$ cat src/design/rthp_pkg.sv
// rthp_pkg: shared types and constants of the rgb to hsv pixel pipeline
// no dependencies; used by the interfaces and every module of the block

package rthp_pkg;

  localparam int CH_W      = 8;                   // width of one colour channel
  localparam int NUM_W     = 16;                  // dividend width of both dividers
  localparam int DIV_STEPS = 8;                   // one quotient bit per step
  localparam int DSH_W     = CH_W + DIV_STEPS - 1; // divisor aligned to the top quotient bit

  localparam logic [1:0] SEC_RED   = 2'd0;
  localparam logic [1:0] SEC_GREEN = 2'd1;
  localparam logic [1:0] SEC_BLUE  = 2'd2;

  localparam logic [CH_W-1:0] HUE_RED_OFS   = 8'd0;
  localparam logic [CH_W-1:0] HUE_GREEN_OFS = 8'd60;
  localparam logic [CH_W-1:0] HUE_BLUE_OFS  = 8'd120;
  localparam logic [CH_W-1:0] HUE_TURN      = 8'd180;
  localparam logic [CH_W-1:0] HUE_SCALE     = 8'd30;

  // first front stage: extremes and sector
  typedef struct packed {
    logic [CH_W-1:0]        bright;
    logic [CH_W-1:0]        diff;
    logic [1:0]             sector;
    logic signed [CH_W:0]   delta;
  } front_t;

  // state carried through the divider steps
  typedef struct packed {
    logic [NUM_W-1:0] hue_rem;
    logic [DSH_W-1:0] hue_dsh;
    logic [CH_W-1:0]  hue_q;
    logic [NUM_W-1:0] sat_rem;
    logic [DSH_W-1:0] sat_dsh;
    logic [CH_W-1:0]  sat_q;
    logic [CH_W-1:0]  bright;
    logic             gray;
  } div_t;

endpackage

$ cat src/design/rthp_if.sv
// rthp_if: valid/ready channel interfaces for rgb input and hsv output pixels
// depends on rthp_pkg for the channel width

interface rthp_rgb_if;
  logic                       valid;
  logic                       ready;
  logic [rthp_pkg::CH_W-1:0]  red;
  logic [rthp_pkg::CH_W-1:0]  green;
  logic [rthp_pkg::CH_W-1:0]  blue;
  modport source (output valid, red, green, blue, input ready);
  modport sink (input valid, red, green, blue, output ready);
endinterface

interface rthp_hsv_if;
  logic                       valid;
  logic                       ready;
  logic [rthp_pkg::CH_W-1:0]  hue;
  logic [rthp_pkg::CH_W-1:0]  saturation;
  logic [rthp_pkg::CH_W-1:0]  brightness;
  modport source (output valid, hue, saturation, brightness, input ready);
  modport sink (input valid, hue, saturation, brightness, output ready);
endinterface

$ cat src/design/rgb_to_hsv_pixel_unit.sv
// rgb_to_hsv_pixel_unit: top level of the 8-bit rgb to hsv converter
// depends on rthp_pkg, rthp_if, rthp_front and rthp_div_step
//
// rgb is a valid/ready sink carrying one pixel (red, green, blue) per
// transaction; hsv is a valid/ready source giving hue in half-degrees
// (0..179), saturation and brightness for each pixel, in input order.
// From the accepting edge to hsv.valid a pixel passes two front
// stages (extremes, dividends), eight divider steps that each resolve one
// quotient bit of both divisions, and the output register.
// Throughput is one pixel per cycle while hsv.ready stays high: every stage is a register with its own
// valid bit, and the eight-step divider chain sets the latency, not the rate.
// When the receiver holds hsv.ready low the result stays in the output
// register and stages behind it keep filling empty slots; rgb.ready drops
// only once every stage holds a pixel. Nothing is lost or repeated.
// Reset (rst, synchronous) clears all valid bits; the pipeline is then empty
// and accepts a pixel in the next cycle.

module rgb_to_hsv_pixel_unit (
  input  logic        clk,
  input  logic        rst,
  rthp_rgb_if.sink    rgb,
  rthp_hsv_if.source  hsv
);

  rthp_pkg::div_t d   [0:rthp_pkg::DIV_STEPS];
  logic           dv  [0:rthp_pkg::DIV_STEPS];
  logic           dr  [0:rthp_pkg::DIV_STEPS];
  logic           out_ready_up;
  rthp_pkg::div_t last;

  rthp_front u_front (
    .clk       (clk),
    .rst       (rst),
    .in_valid  (rgb.valid),
    .in_ready  (rgb.ready),
    .red       (rgb.red),
    .green     (rgb.green),
    .blue      (rgb.blue),
    .out_valid (dv[0]),
    .out_ready (dr[0]),
    .out_data  (d[0])
  );

  for (genvar i = 0; i < rthp_pkg::DIV_STEPS; i++) begin : g_div
    rthp_div_step u_step (
      .clk       (clk),
      .rst       (rst),
      .in_valid  (dv[i]),
      .in_ready  (dr[i]),
      .in_data   (d[i]),
      .out_valid (dv[i+1]),
      .out_ready (dr[i+1]),
      .out_data  (d[i+1])
    );
  end

  assign last         = d[rthp_pkg::DIV_STEPS];
  assign out_ready_up = !hsv.valid || hsv.ready;
  assign dr[rthp_pkg::DIV_STEPS] = out_ready_up;

  // output register, gray and black pixels force hue and saturation to zero
  always_ff @(posedge clk) begin
    if (rst) begin
      hsv.valid <= 1'b0;
    end else if (out_ready_up) begin
      hsv.valid <= dv[rthp_pkg::DIV_STEPS];
    end
    if (out_ready_up && dv[rthp_pkg::DIV_STEPS]) begin
      hsv.hue        <= last.gray ? '0 : last.hue_q;
      hsv.saturation <= last.gray ? '0 : last.sat_q;
      hsv.brightness <= last.bright;
    end
  end

  a_hue_range: assert property (@(posedge clk) disable iff (rst)
    hsv.valid |-> (hsv.hue < 8'd180))
    else $error("hue out of range");

  a_black_unsaturated: assert property (@(posedge clk) disable iff (rst)
    (hsv.valid && hsv.brightness == '0) |-> (hsv.saturation == '0))
    else $error("black pixel with nonzero saturation");

  a_gray_hue: assert property (@(posedge clk) disable iff (rst)
    (hsv.valid && hsv.saturation == '0) |-> (hsv.hue == '0))
    else $error("unsaturated pixel with nonzero hue");

  a_drain_ready: assert property (@(posedge clk) disable iff (rst)
    (!dv[rthp_pkg::DIV_STEPS] && hsv.valid && !hsv.ready)
      |=> (hsv.valid && !dv[rthp_pkg::DIV_STEPS] || hsv.valid))
    else $error("stalled result dropped");

endmodule

$ cat src/design/rthp_front.sv
// rthp_front: two pipeline stages that find max, min and sector, then build
// the dividends and aligned divisors; depends on rthp_pkg

module rthp_front (
  input  logic                      clk,
  input  logic                      rst,
  input  logic                      in_valid,
  output logic                      in_ready,
  input  logic [rthp_pkg::CH_W-1:0] red,
  input  logic [rthp_pkg::CH_W-1:0] green,
  input  logic [rthp_pkg::CH_W-1:0] blue,
  output logic                      out_valid,
  input  logic                      out_ready,
  output rthp_pkg::div_t            out_data
);

  rthp_pkg::front_t s1, s1_next;
  logic             s1_valid;
  logic             s1_ready;
  logic             s2_ready;
  rthp_pkg::div_t   s2_next;

  logic [rthp_pkg::CH_W-1:0]  mn;
  logic signed [17:0]         delta_x;
  logic signed [17:0]         delta30;
  logic [rthp_pkg::NUM_W-1:0] base;
  logic signed [17:0]         num_s;

  // stage one: extremes, ties resolved red over green over blue
  always_comb begin
    s1_next = '0;
    mn = red;
    if (green < mn) mn = green;
    if (blue < mn) mn = blue;
    if (red >= green && red >= blue) begin
      s1_next.sector = rthp_pkg::SEC_RED;
      s1_next.bright = red;
      s1_next.delta  = $signed({1'b0, green}) - $signed({1'b0, blue});
    end else if (green >= blue) begin
      s1_next.sector = rthp_pkg::SEC_GREEN;
      s1_next.bright = green;
      s1_next.delta  = $signed({1'b0, blue}) - $signed({1'b0, red});
    end else begin
      s1_next.sector = rthp_pkg::SEC_BLUE;
      s1_next.bright = blue;
      s1_next.delta  = $signed({1'b0, red}) - $signed({1'b0, green});
    end
    s1_next.diff = s1_next.bright - mn;
  end

  assign s2_ready = !out_valid || out_ready;
  assign s1_ready = !s1_valid || s2_ready;
  assign in_ready = s1_ready;

  always_ff @(posedge clk) begin
    if (rst) begin
      s1_valid <= 1'b0;
    end else if (s1_ready) begin
      s1_valid <= in_valid;
    end
    if (s1_ready && in_valid) begin
      s1 <= s1_next;
    end
  end

  // stage two: hue and saturation dividends and aligned divisors, the red sector wraps by a full turn when negative
  assign delta_x = 18'(s1.delta);
  assign delta30 = delta_x * $signed({10'd0, rthp_pkg::HUE_SCALE});

  always_comb begin
    case (s1.sector)
      rthp_pkg::SEC_RED: begin
        if (s1.delta < 0) base = 16'(s1.diff) * 16'(rthp_pkg::HUE_TURN);
        else base = 16'(s1.diff) * 16'(rthp_pkg::HUE_RED_OFS);
      end
      rthp_pkg::SEC_GREEN: base = 16'(s1.diff) * 16'(rthp_pkg::HUE_GREEN_OFS);
      rthp_pkg::SEC_BLUE:  base = 16'(s1.diff) * 16'(rthp_pkg::HUE_BLUE_OFS);
      default:             base = '0;
    endcase
    num_s = $signed({2'b00, base}) + delta30;

    s2_next.hue_rem = num_s[rthp_pkg::NUM_W-1:0];
    s2_next.hue_dsh = {s1.diff, {(rthp_pkg::DIV_STEPS-1){1'b0}}};
    s2_next.hue_q   = '0;
    // 255 * diff
    s2_next.sat_rem = {s1.diff, 8'd0} - 16'(s1.diff);
    s2_next.sat_dsh = {s1.bright, {(rthp_pkg::DIV_STEPS-1){1'b0}}};
    s2_next.sat_q   = '0;
    s2_next.bright  = s1.bright;
    s2_next.gray    = (s1.diff == '0);
  end

  always_ff @(posedge clk) begin
    if (rst) begin
      out_valid <= 1'b0;
    end else if (s2_ready) begin
      out_valid <= s1_valid;
    end
    if (s2_ready && s1_valid) begin
      out_data <= s2_next;
    end
  end

endmodule

$ cat src/design/rthp_div_step.sv
// rthp_div_step: one registered restoring-division step for both hue and
// saturation quotients, one quotient bit each; depends on rthp_pkg

module rthp_div_step (
  input  logic           clk,
  input  logic           rst,
  input  logic           in_valid,
  output logic           in_ready,
  input  rthp_pkg::div_t in_data,
  output logic           out_valid,
  input  logic           out_ready,
  output rthp_pkg::div_t out_data
);

  rthp_pkg::div_t step_next;
  logic           hue_ge;
  logic           sat_ge;

  always_comb begin
    step_next = in_data;
    hue_ge = in_data.hue_rem >= {1'b0, in_data.hue_dsh};
    sat_ge = in_data.sat_rem >= {1'b0, in_data.sat_dsh};
    if (hue_ge) step_next.hue_rem = in_data.hue_rem - {1'b0, in_data.hue_dsh};
    if (sat_ge) step_next.sat_rem = in_data.sat_rem - {1'b0, in_data.sat_dsh};
    step_next.hue_q   = {in_data.hue_q[rthp_pkg::CH_W-2:0], hue_ge};
    step_next.sat_q   = {in_data.sat_q[rthp_pkg::CH_W-2:0], sat_ge};
    step_next.hue_dsh = in_data.hue_dsh >> 1;
    step_next.sat_dsh = in_data.sat_dsh >> 1;
  end

  assign in_ready = !out_valid || out_ready;

  always_ff @(posedge clk) begin
    if (rst) begin
      out_valid <= 1'b0;
    end else if (in_ready) begin
      out_valid <= in_valid;
    end
    if (in_ready && in_valid) begin
      out_data <= step_next;
    end
  end

endmodule
$ cat src/flat_wrapper.sv
// flat-port wrapper written by rule: the top's interface ports become plain ports
module rgb_to_hsv_pixel_unit_flat 
  (clk, rst, rgb_valid, rgb_red, rgb_green, rgb_blue, rgb_ready, hsv_valid, hsv_hue, hsv_saturation, hsv_brightness, hsv_ready);
  rthp_rgb_if rgb_i ();
  rthp_hsv_if hsv_i ();
  input  logic clk;
  input  logic rst;
  input wire logic [$bits(rgb_i.valid)-1:0] rgb_valid;
  input wire logic [$bits(rgb_i.red)-1:0] rgb_red;
  input wire logic [$bits(rgb_i.green)-1:0] rgb_green;
  input wire logic [$bits(rgb_i.blue)-1:0] rgb_blue;
  output wire logic [$bits(rgb_i.ready)-1:0] rgb_ready;
  output wire logic [$bits(hsv_i.valid)-1:0] hsv_valid;
  output wire logic [$bits(hsv_i.hue)-1:0] hsv_hue;
  output wire logic [$bits(hsv_i.saturation)-1:0] hsv_saturation;
  output wire logic [$bits(hsv_i.brightness)-1:0] hsv_brightness;
  input wire logic [$bits(hsv_i.ready)-1:0] hsv_ready;
  assign rgb_i.valid = rgb_valid;
  assign rgb_i.red = rgb_red;
  assign rgb_i.green = rgb_green;
  assign rgb_i.blue = rgb_blue;
  assign rgb_ready = rgb_i.ready;
  assign hsv_valid = hsv_i.valid;
  assign hsv_hue = hsv_i.hue;
  assign hsv_saturation = hsv_i.saturation;
  assign hsv_brightness = hsv_i.brightness;
  assign hsv_i.ready = hsv_ready;
  rgb_to_hsv_pixel_unit u_core (.clk(clk), .rst(rst), .rgb(rgb_i), .hsv(hsv_i));
endmodule
$ cat config.mk
export PLATFORM = sky130hd
export DESIGN_NAME = rgb_to_hsv_pixel_unit_flat
export DESIGN_NICKNAME = d
export VERILOG_FILES = /design/src/design/rthp_pkg.sv /design/src/design/rthp_if.sv /design/src/design/rgb_to_hsv_pixel_unit.sv /design/src/design/rthp_front.sv /design/src/design/rthp_div_step.sv /design/src/flat_wrapper.sv
export SDC_FILE = /design/constraint.sdc
export NUM_CORES = 1
export LEC_CHECK = 0
export BUFFER_PORTS_ARGS = -buffer_cell sky130_fd_sc_hd__buf_2
export CAP_MARGIN = 0
export CORE_ASPECT_RATIO = 1.75
export CORE_MARGIN = 2
export CORE_UTILIZATION = 36
export DETAILED_ROUTE_END_ITERATION = 8
export GPL_ROUTABILITY_DRIVEN = 0
export PLACE_DENSITY = 0.48
export SLEW_MARGIN = 5
export SYNTH_ARGS = -nofsm -noshare
export SYNTH_HDL_FRONTEND = slang
export SYNTH_SLANG_ARGS = --single-unit
$ cat constraint.sdc
create_clock -name clk -period 14.4 [get_ports clk]
set_clock_uncertainty 0.1 [all_clocks]
set_input_delay 0 -clock clk [delete_from_list [all_inputs] [get_ports clk]]
set_output_delay 0 -clock clk [all_outputs]
set_load 0.03 [all_outputs]
# Word level (Yosys, flattened, before mapping)

Cells that the tools add are included.

Bits in registers: 535
Output and inout bits: 26
Logic and storage cells: 182

Add/subtract/negate cells: 20
$mul: 4
Order comparisons: 22
Equality and inequality tests: 2
Multiplexer cells: 22
Reductions and logical operators: 36

Operators by type and width:

| cell                                              | number |
|---|---|
| two-way mux 16 bit                                | 15 |
| case mux 16 bit (3 select lines)                  | 1 |
| greater-or-equal comparator 16 x 10 -> 1 bit      | 2 |
| greater-or-equal comparator 16 x 11 -> 1 bit      | 2 |
| greater-or-equal comparator 16 x 12 -> 1 bit      | 2 |
| greater-or-equal comparator 16 x 13 -> 1 bit      | 2 |
| greater-or-equal comparator 16 x 14 -> 1 bit      | 2 |
| greater-or-equal comparator 16 x 15 -> 1 bit      | 2 |
| greater-or-equal comparator 16 x 8 -> 1 bit       | 2 |
| greater-or-equal comparator 16 x 9 -> 1 bit       | 2 |
| two-way mux 8 bit                                 | 4 |
| subtractor 16 x 10 -> 16 bit                      | 2 |
| subtractor 16 x 11 -> 16 bit                      | 2 |
| subtractor 16 x 12 -> 16 bit                      | 2 |
| subtractor 16 x 13 -> 16 bit                      | 2 |
| subtractor 16 x 14 -> 16 bit                      | 2 |
| subtractor 16 x 15 -> 16 bit                      | 2 |
| subtractor 16 x 9 -> 16 bit                       | 2 |
| subtractor 8 x 8 -> 9 bit                         | 3 |
| greater-or-equal comparator 8 bit                 | 3 |
| multiplier 8 x 4 -> 12 bit, second input constant | 2 |
| adder 16 x 15 -> 16 bit                           | 1 |
| < comparator 8 bit                                | 2 |
| subtractor 16 x 8 -> 16 bit                       | 1 |
| 13 further kinds                                  | 44 |

# Longest topological paths before layout

Depth in word-level cells: 13
Mapped depth: 25

# Hierarchy

A second synthesis with hierarchy kept.

Cell total of the unflattened synthesis: 4236
Area total of the unflattened synthesis: 47717.0 um^2

Modules (own cells, without submodules):

| module                                      | instances | cells an instance | area an instance (um^2) | seq. area each (um^2) |
|---|---|---|---|---|
| rthp_div_step at u_core.g_div[0].u_step ... | 5         | 414               | 4799.6                  | 2572.5 |
| rthp_div_step at u_core.g_div[6].u_step ... | 2         | 407               | 4825.9                  | 2572.5 |
| rthp_front                                  | 1         | 895               | 8311.7                  | 2262.2 |
| rthp_div_step at u_core.g_div[1].u_step     | 1         | 411               | 4842.1                  | 2572.5 |
| rgb_to_hsv_pixel_unit                       | 1         | 46                | 913.4                   | 740.7 |

# Worst setup path after synthesis

Ideal clock, no wire load.

Kind: flip-flop to flip-flop
From: register u_core.hsv.valid
To: register u_core.g_div[6].u_step.out_data[0] (netlist name), enable pin
Setup time: 573 ps
Data arrival time: 5230 ps
Setup slack: 8497 ps
Stages on the path, launching flop included: 4
Clock period less this slack: 5903 ps
Cell sequence: dfxtp_1 -> nor2b_1 -> and2_1 -> a21boi_0

Longest elaborated chain between the ends: 5

Ends and longest elaborated chain:

| what                          | RTL line                    | text |
|---|---|---|
| start: declaration            | rthp_if.sv:20               | `modport source (output valid, hue, saturation, brightness, input ready);` |
| start signal: assignment      | rgb_to_hsv_pixel_unit.sv:66 | `hsv.valid <= dv[rthp_pkg::DIV_STEPS];` |
| zero test 1 bit               | rgb_to_hsv_pixel_unit.sv:58 | `assign out_ready_up = !hsv.valid \|\| hsv.ready;` |
| logical OR 1 bit              | rgb_to_hsv_pixel_unit.sv:58 |  |
| logical OR 1 bit (2 in a row) | rthp_div_step.sv:31         | `assign in_ready = !out_valid \|\| out_ready;` |
| logical AND 1 bit             | rthp_div_step.sv:39         | `if (in_ready && in_valid) begin` |
| end signal: assignment        | rthp_div_step.sv:40         | `out_data <= step_next;` |
| end: declaration              | rthp_div_step.sv:12         | `output rthp_pkg::div_t out_data` |

Every way passes these cells.
A chain may end at the register's enable or synchronous reset.

==> key figures <==
Outcome
  • Outcome: finished, violations left
  • Violated checks: capacitance limit, slew limit

Power and ir drop
  • Power, Total: 0.00678 W
  • Power density over cell area: 206 nW/um2
  • VDD IR-drop max: 0.000213 V
  • Pleak: 12.8 nW
  • Internal: 0.00420 W
  • Logic pwr share: 52.0%
  • Sw Pwr: 0.00258 W
  • Switching portion of total power: 38.1%
  • Clock network power share: 18.9%
  • Sequential power share: 29.2%

Synth
  • Synthesized flop and latch total: 519
  • Library cells used by synthesis: 78
  • Yosys top cell area share: 51.8%
  • Most instantiated library cell after synthesis: edfxtp_1
  • Register area share after synthesis: 52.6%
  • Mapped Nets: 2871
  • Number of flops mapped to enable cells by yosys: 508
  • Largest area contributor in the netlist: edfxtp_1
  • Ys async rst share: 0%
  • Most used DFF post-synth: edfxtp_1
  • Syn Area/Cell: 11.6 um2
  • Ranking of synthesized cells by area: edfxtp_1, ha_1, inv_1
  • Syn Std Cell Area: 29400 um2
  • Synth Warn #: 0
  • Post-synth top cells: edfxtp_1, inv_1, ha_1
  • Synthesized instance count: 2539

STA
  • RSZ-0062 raised after global routing: false
  • Setup TNS: 0 ns
  • Period minus WS final: 5.89 ns
  • Final hold vios: 0
  • Worst-Margin Slew: 1.48 ns
  • Slew Limit Headroom: -0.125%
  • Endpoints failing setup: 0
  • Fin. max-slew vios: 1
  • Maximum clock rate: 170 MHz
  • Final Cycle Share: 40.9%

Clocking
  • CTS tree: built
  • CTS sink cnt: 519
  • Clock buffer depth: 3
  • Num CTS Buffers: 50
  • H-tree levels: 2
  • Worst-Skew Late Latency: 0.59 ns
  • Root Buffer: clkbuf_16
  • Worst-path clk slew: 0.06 ns

Worst setup path
  • Worst reg2reg setup slack: 8.81 ns
  • R2R depth: 17
  • Max incr delay on CP: 0.90 ns
  • Critical Path RT: 14.63 ns
  • Reg2Reg Launch Point: u_core.u_front.s1[13]
  • WS Path Type: primary input to flip-flop
  • Worst Setup Start Kind: primary input
  • CP cell instances: dlygate4sd3_1 > buf_2 > ha_1 > nor2b_1 > o2111ai_1 > nand3b_1 > o21ai_1 > a21oi_1 > ha_1 > a21o_1 > a21o_1 > a221oi_2 > o21ai_2 > a21oi_4 > mux2_4 > ha_1 > a21o_1 > a21o_1 > a21o_1 > a21oi_1 > o21ai_0 > xnor2_1 > xnor2_1
  • Most used cell, CP: a21o_1
  • Arrival time worst endpoint: 6.12 ns
  • Crit. End Element: flip-flop
  • Critical R2R Capture: u_core.u_front.out_data[86]
  • Critical Path Fanout Max: 14
  • Crit path max-delay cell type: o21ai_1

Detailed routing
  • DRC violations left: 0
  • Initial DRC count: 762
  • WL/cell: 15.9 um
  • Pre-antenna DRT Iters: 7
  • Routed vias/inst: 4.93
  • Post-route ant nets: 0
  • Via count: 18429
  • Final WL: 59500 um

Layout
  • Layout Nets: 2981
  • Layout cells sized above 1: 7.99%
  • P&R area growth vs syn: 11.8%
  • Final Util: 40.6%

Floorplanning
  • Rows: 138
  • Top Ports: 54
  • Die Width: 220 um
  • Initial Util: 36.3%
  • Core Region: 81000 um2
  • Die Area: 84100 um2
  • Die height: 382 um

Global route
  • Vias in the first global route: 19748
  • Pin count of the biggest net entering global routing: 62
  • Antenna violations before repair: 0
  • GRT Resource Usage Total: 14.5%
  • Gr ovfl total: 0
  • Global-route wire length before repair: 96800 um

Flow run
  • MaxCap Viol Count: 1

Worst hold path
  • Worst min path class: primary input to flip-flop
  • Min-delay src: rgb_blue[1]
  • Worst Hold Depth: 3
  • Hold Crit Endpoint: u_core.u_front.delta_x[1]

Placement
  • DP HPWL: 48300 um
  • IO Port Bufs: 53
layout by cell type (no fill, tap or decap), types with 45 or more instances in the layout:
cell type and n:
nor3_1 50, xor2_1 73, a21oi_1 157, ha_1 250, nand2_1 143, o21ai_0 132, fa_1 54, a21o_1 45
xnor2_1 99, nor2_1 188, nor2b_1 63, edfxtp_1 508, clkbuf_16 51, buf_2 53, inv_1 311
state kept, by name, indices dropped and copies added, names as in the netlist:
register	count
u_core.hsv.saturation	8
u_core.u_front.s1	18
u_core.hsv.hue	8
u_core.u_front.out_data	47
u_core.g_div.u_step.out_valid	8
u_core.g_div.u_step.out_data	410
u_core.u_front.out_valid	1
u_core.hsv.brightness	8
u_core.u_front.delta_x	9
u_core.u_front.s1_valid	1
u_core.hsv.valid	1
per-layer routing:
metal / GRT usage [%] / routed length [um] / up-vias / share of wire (%)
met4: 7.97 / 3490 / 0 / 5.9
li1: - / - / 9289 / -
met3: 1.91 / 1520 / 138 / 2.5
met1: 11.7 / 18300 / 8737 / 31
met5: 0 / 0 / - / 0
met2: 31.5 / 36200 / 265 / 61
worst max-delay path, delay by kind of cell:
| kind | cells | cell delay [ns] |
|---|---|---|
| compound gates | 13 | 3.48 |
| fa+ha+maj | 3 | 0.91 |
| buf+inv | 2 | 0.70 |
| simple gates | 2 | 0.40 |
| mux | 1 | 0.35 |
| xor+xnor | 2 | 0.28 |
per-stage QoR:
step                      setup WS [ns]  cell area, um2  std cells  hold WS [ns]
final                              8.51           32900       3741        0.0165
after global routing               8.16           32900       3740        0.0180
after CTS                          8.61           32900       3740      0.000844
after detailed placement           8.44           31000       3624         0.201
after global placement             8.48           31000       3624         0.192
after floorplan                    8.50           29400       2539       -0.0309
what timing repair did:
action	4_1_cts	5_1_grt
endpoints found under the hold margin	29	0
resized for setup	0	0
hold buffers	23	0
buffers inserted	0	0
kinds of logic after synthesis:
logic type	count (synthesis)	share of synthesized area (%)
and+or+nand+nor	631	10.6
DFF	519	52.6
AOI/OAI and AO/OA	516	10.9
buffers and inverters	345	4.50
adders and majority gates	304	14.3
xor gates and xnor gates	172	5.12
muxes	52	2.03
power by group through the flow:
stage	logic [W]	registers (W)	clock network [W]
after floorplan	0.00279	0.00197	0
after global placement	0.00348	0.00201	0
after detailed placement	0.00353	0.00201	0
after CTS	0.00357	0.00198	0.00133
after global routing	0.00398	0.00199	0.00138
final	0.00352	0.00198	0.00128
worst max-delay path by stage:
| stage | startpoint | to | slack (ns) | cells past startpoint |
|---|---|---|---|---|
| finish | rgb_red[1] | u_core.u_front.s1[18] | 8.51 | 23 |
| floorplan | u_core.hsv.valid | u_core.g_div[6].u_step.out_data[0] | 8.50 | 3 |
| global route | rgb_red[3] | u_core.u_front.s1[18] | 8.16 | 24 |
| global placement | rgb_green[1] | u_core.u_front.s1[18] | 8.48 | 24 |
| CTS | rgb_red[3] | u_core.u_front.s1[18] | 8.61 | 23 |
| detailed placement | rgb_green[1] | u_core.u_front.s1[18] | 8.44 | 23 |
final cells by class:
class | instances | area [um2]
Antenna cell | 1 | 2.50
Clock buffer | 67 | 1400
Clock inverter | 26 | 210
Fill cell | 7613 | 48100
Inverter | 313 | 1170
Multi-Input combinational cell | 1675 | 12700
Sequential cell | 519 | 15500
Tap cell | 1050 | 1310
Timing Repair Buffer | 90 | 601
Power figures use the tool's default switching activity.
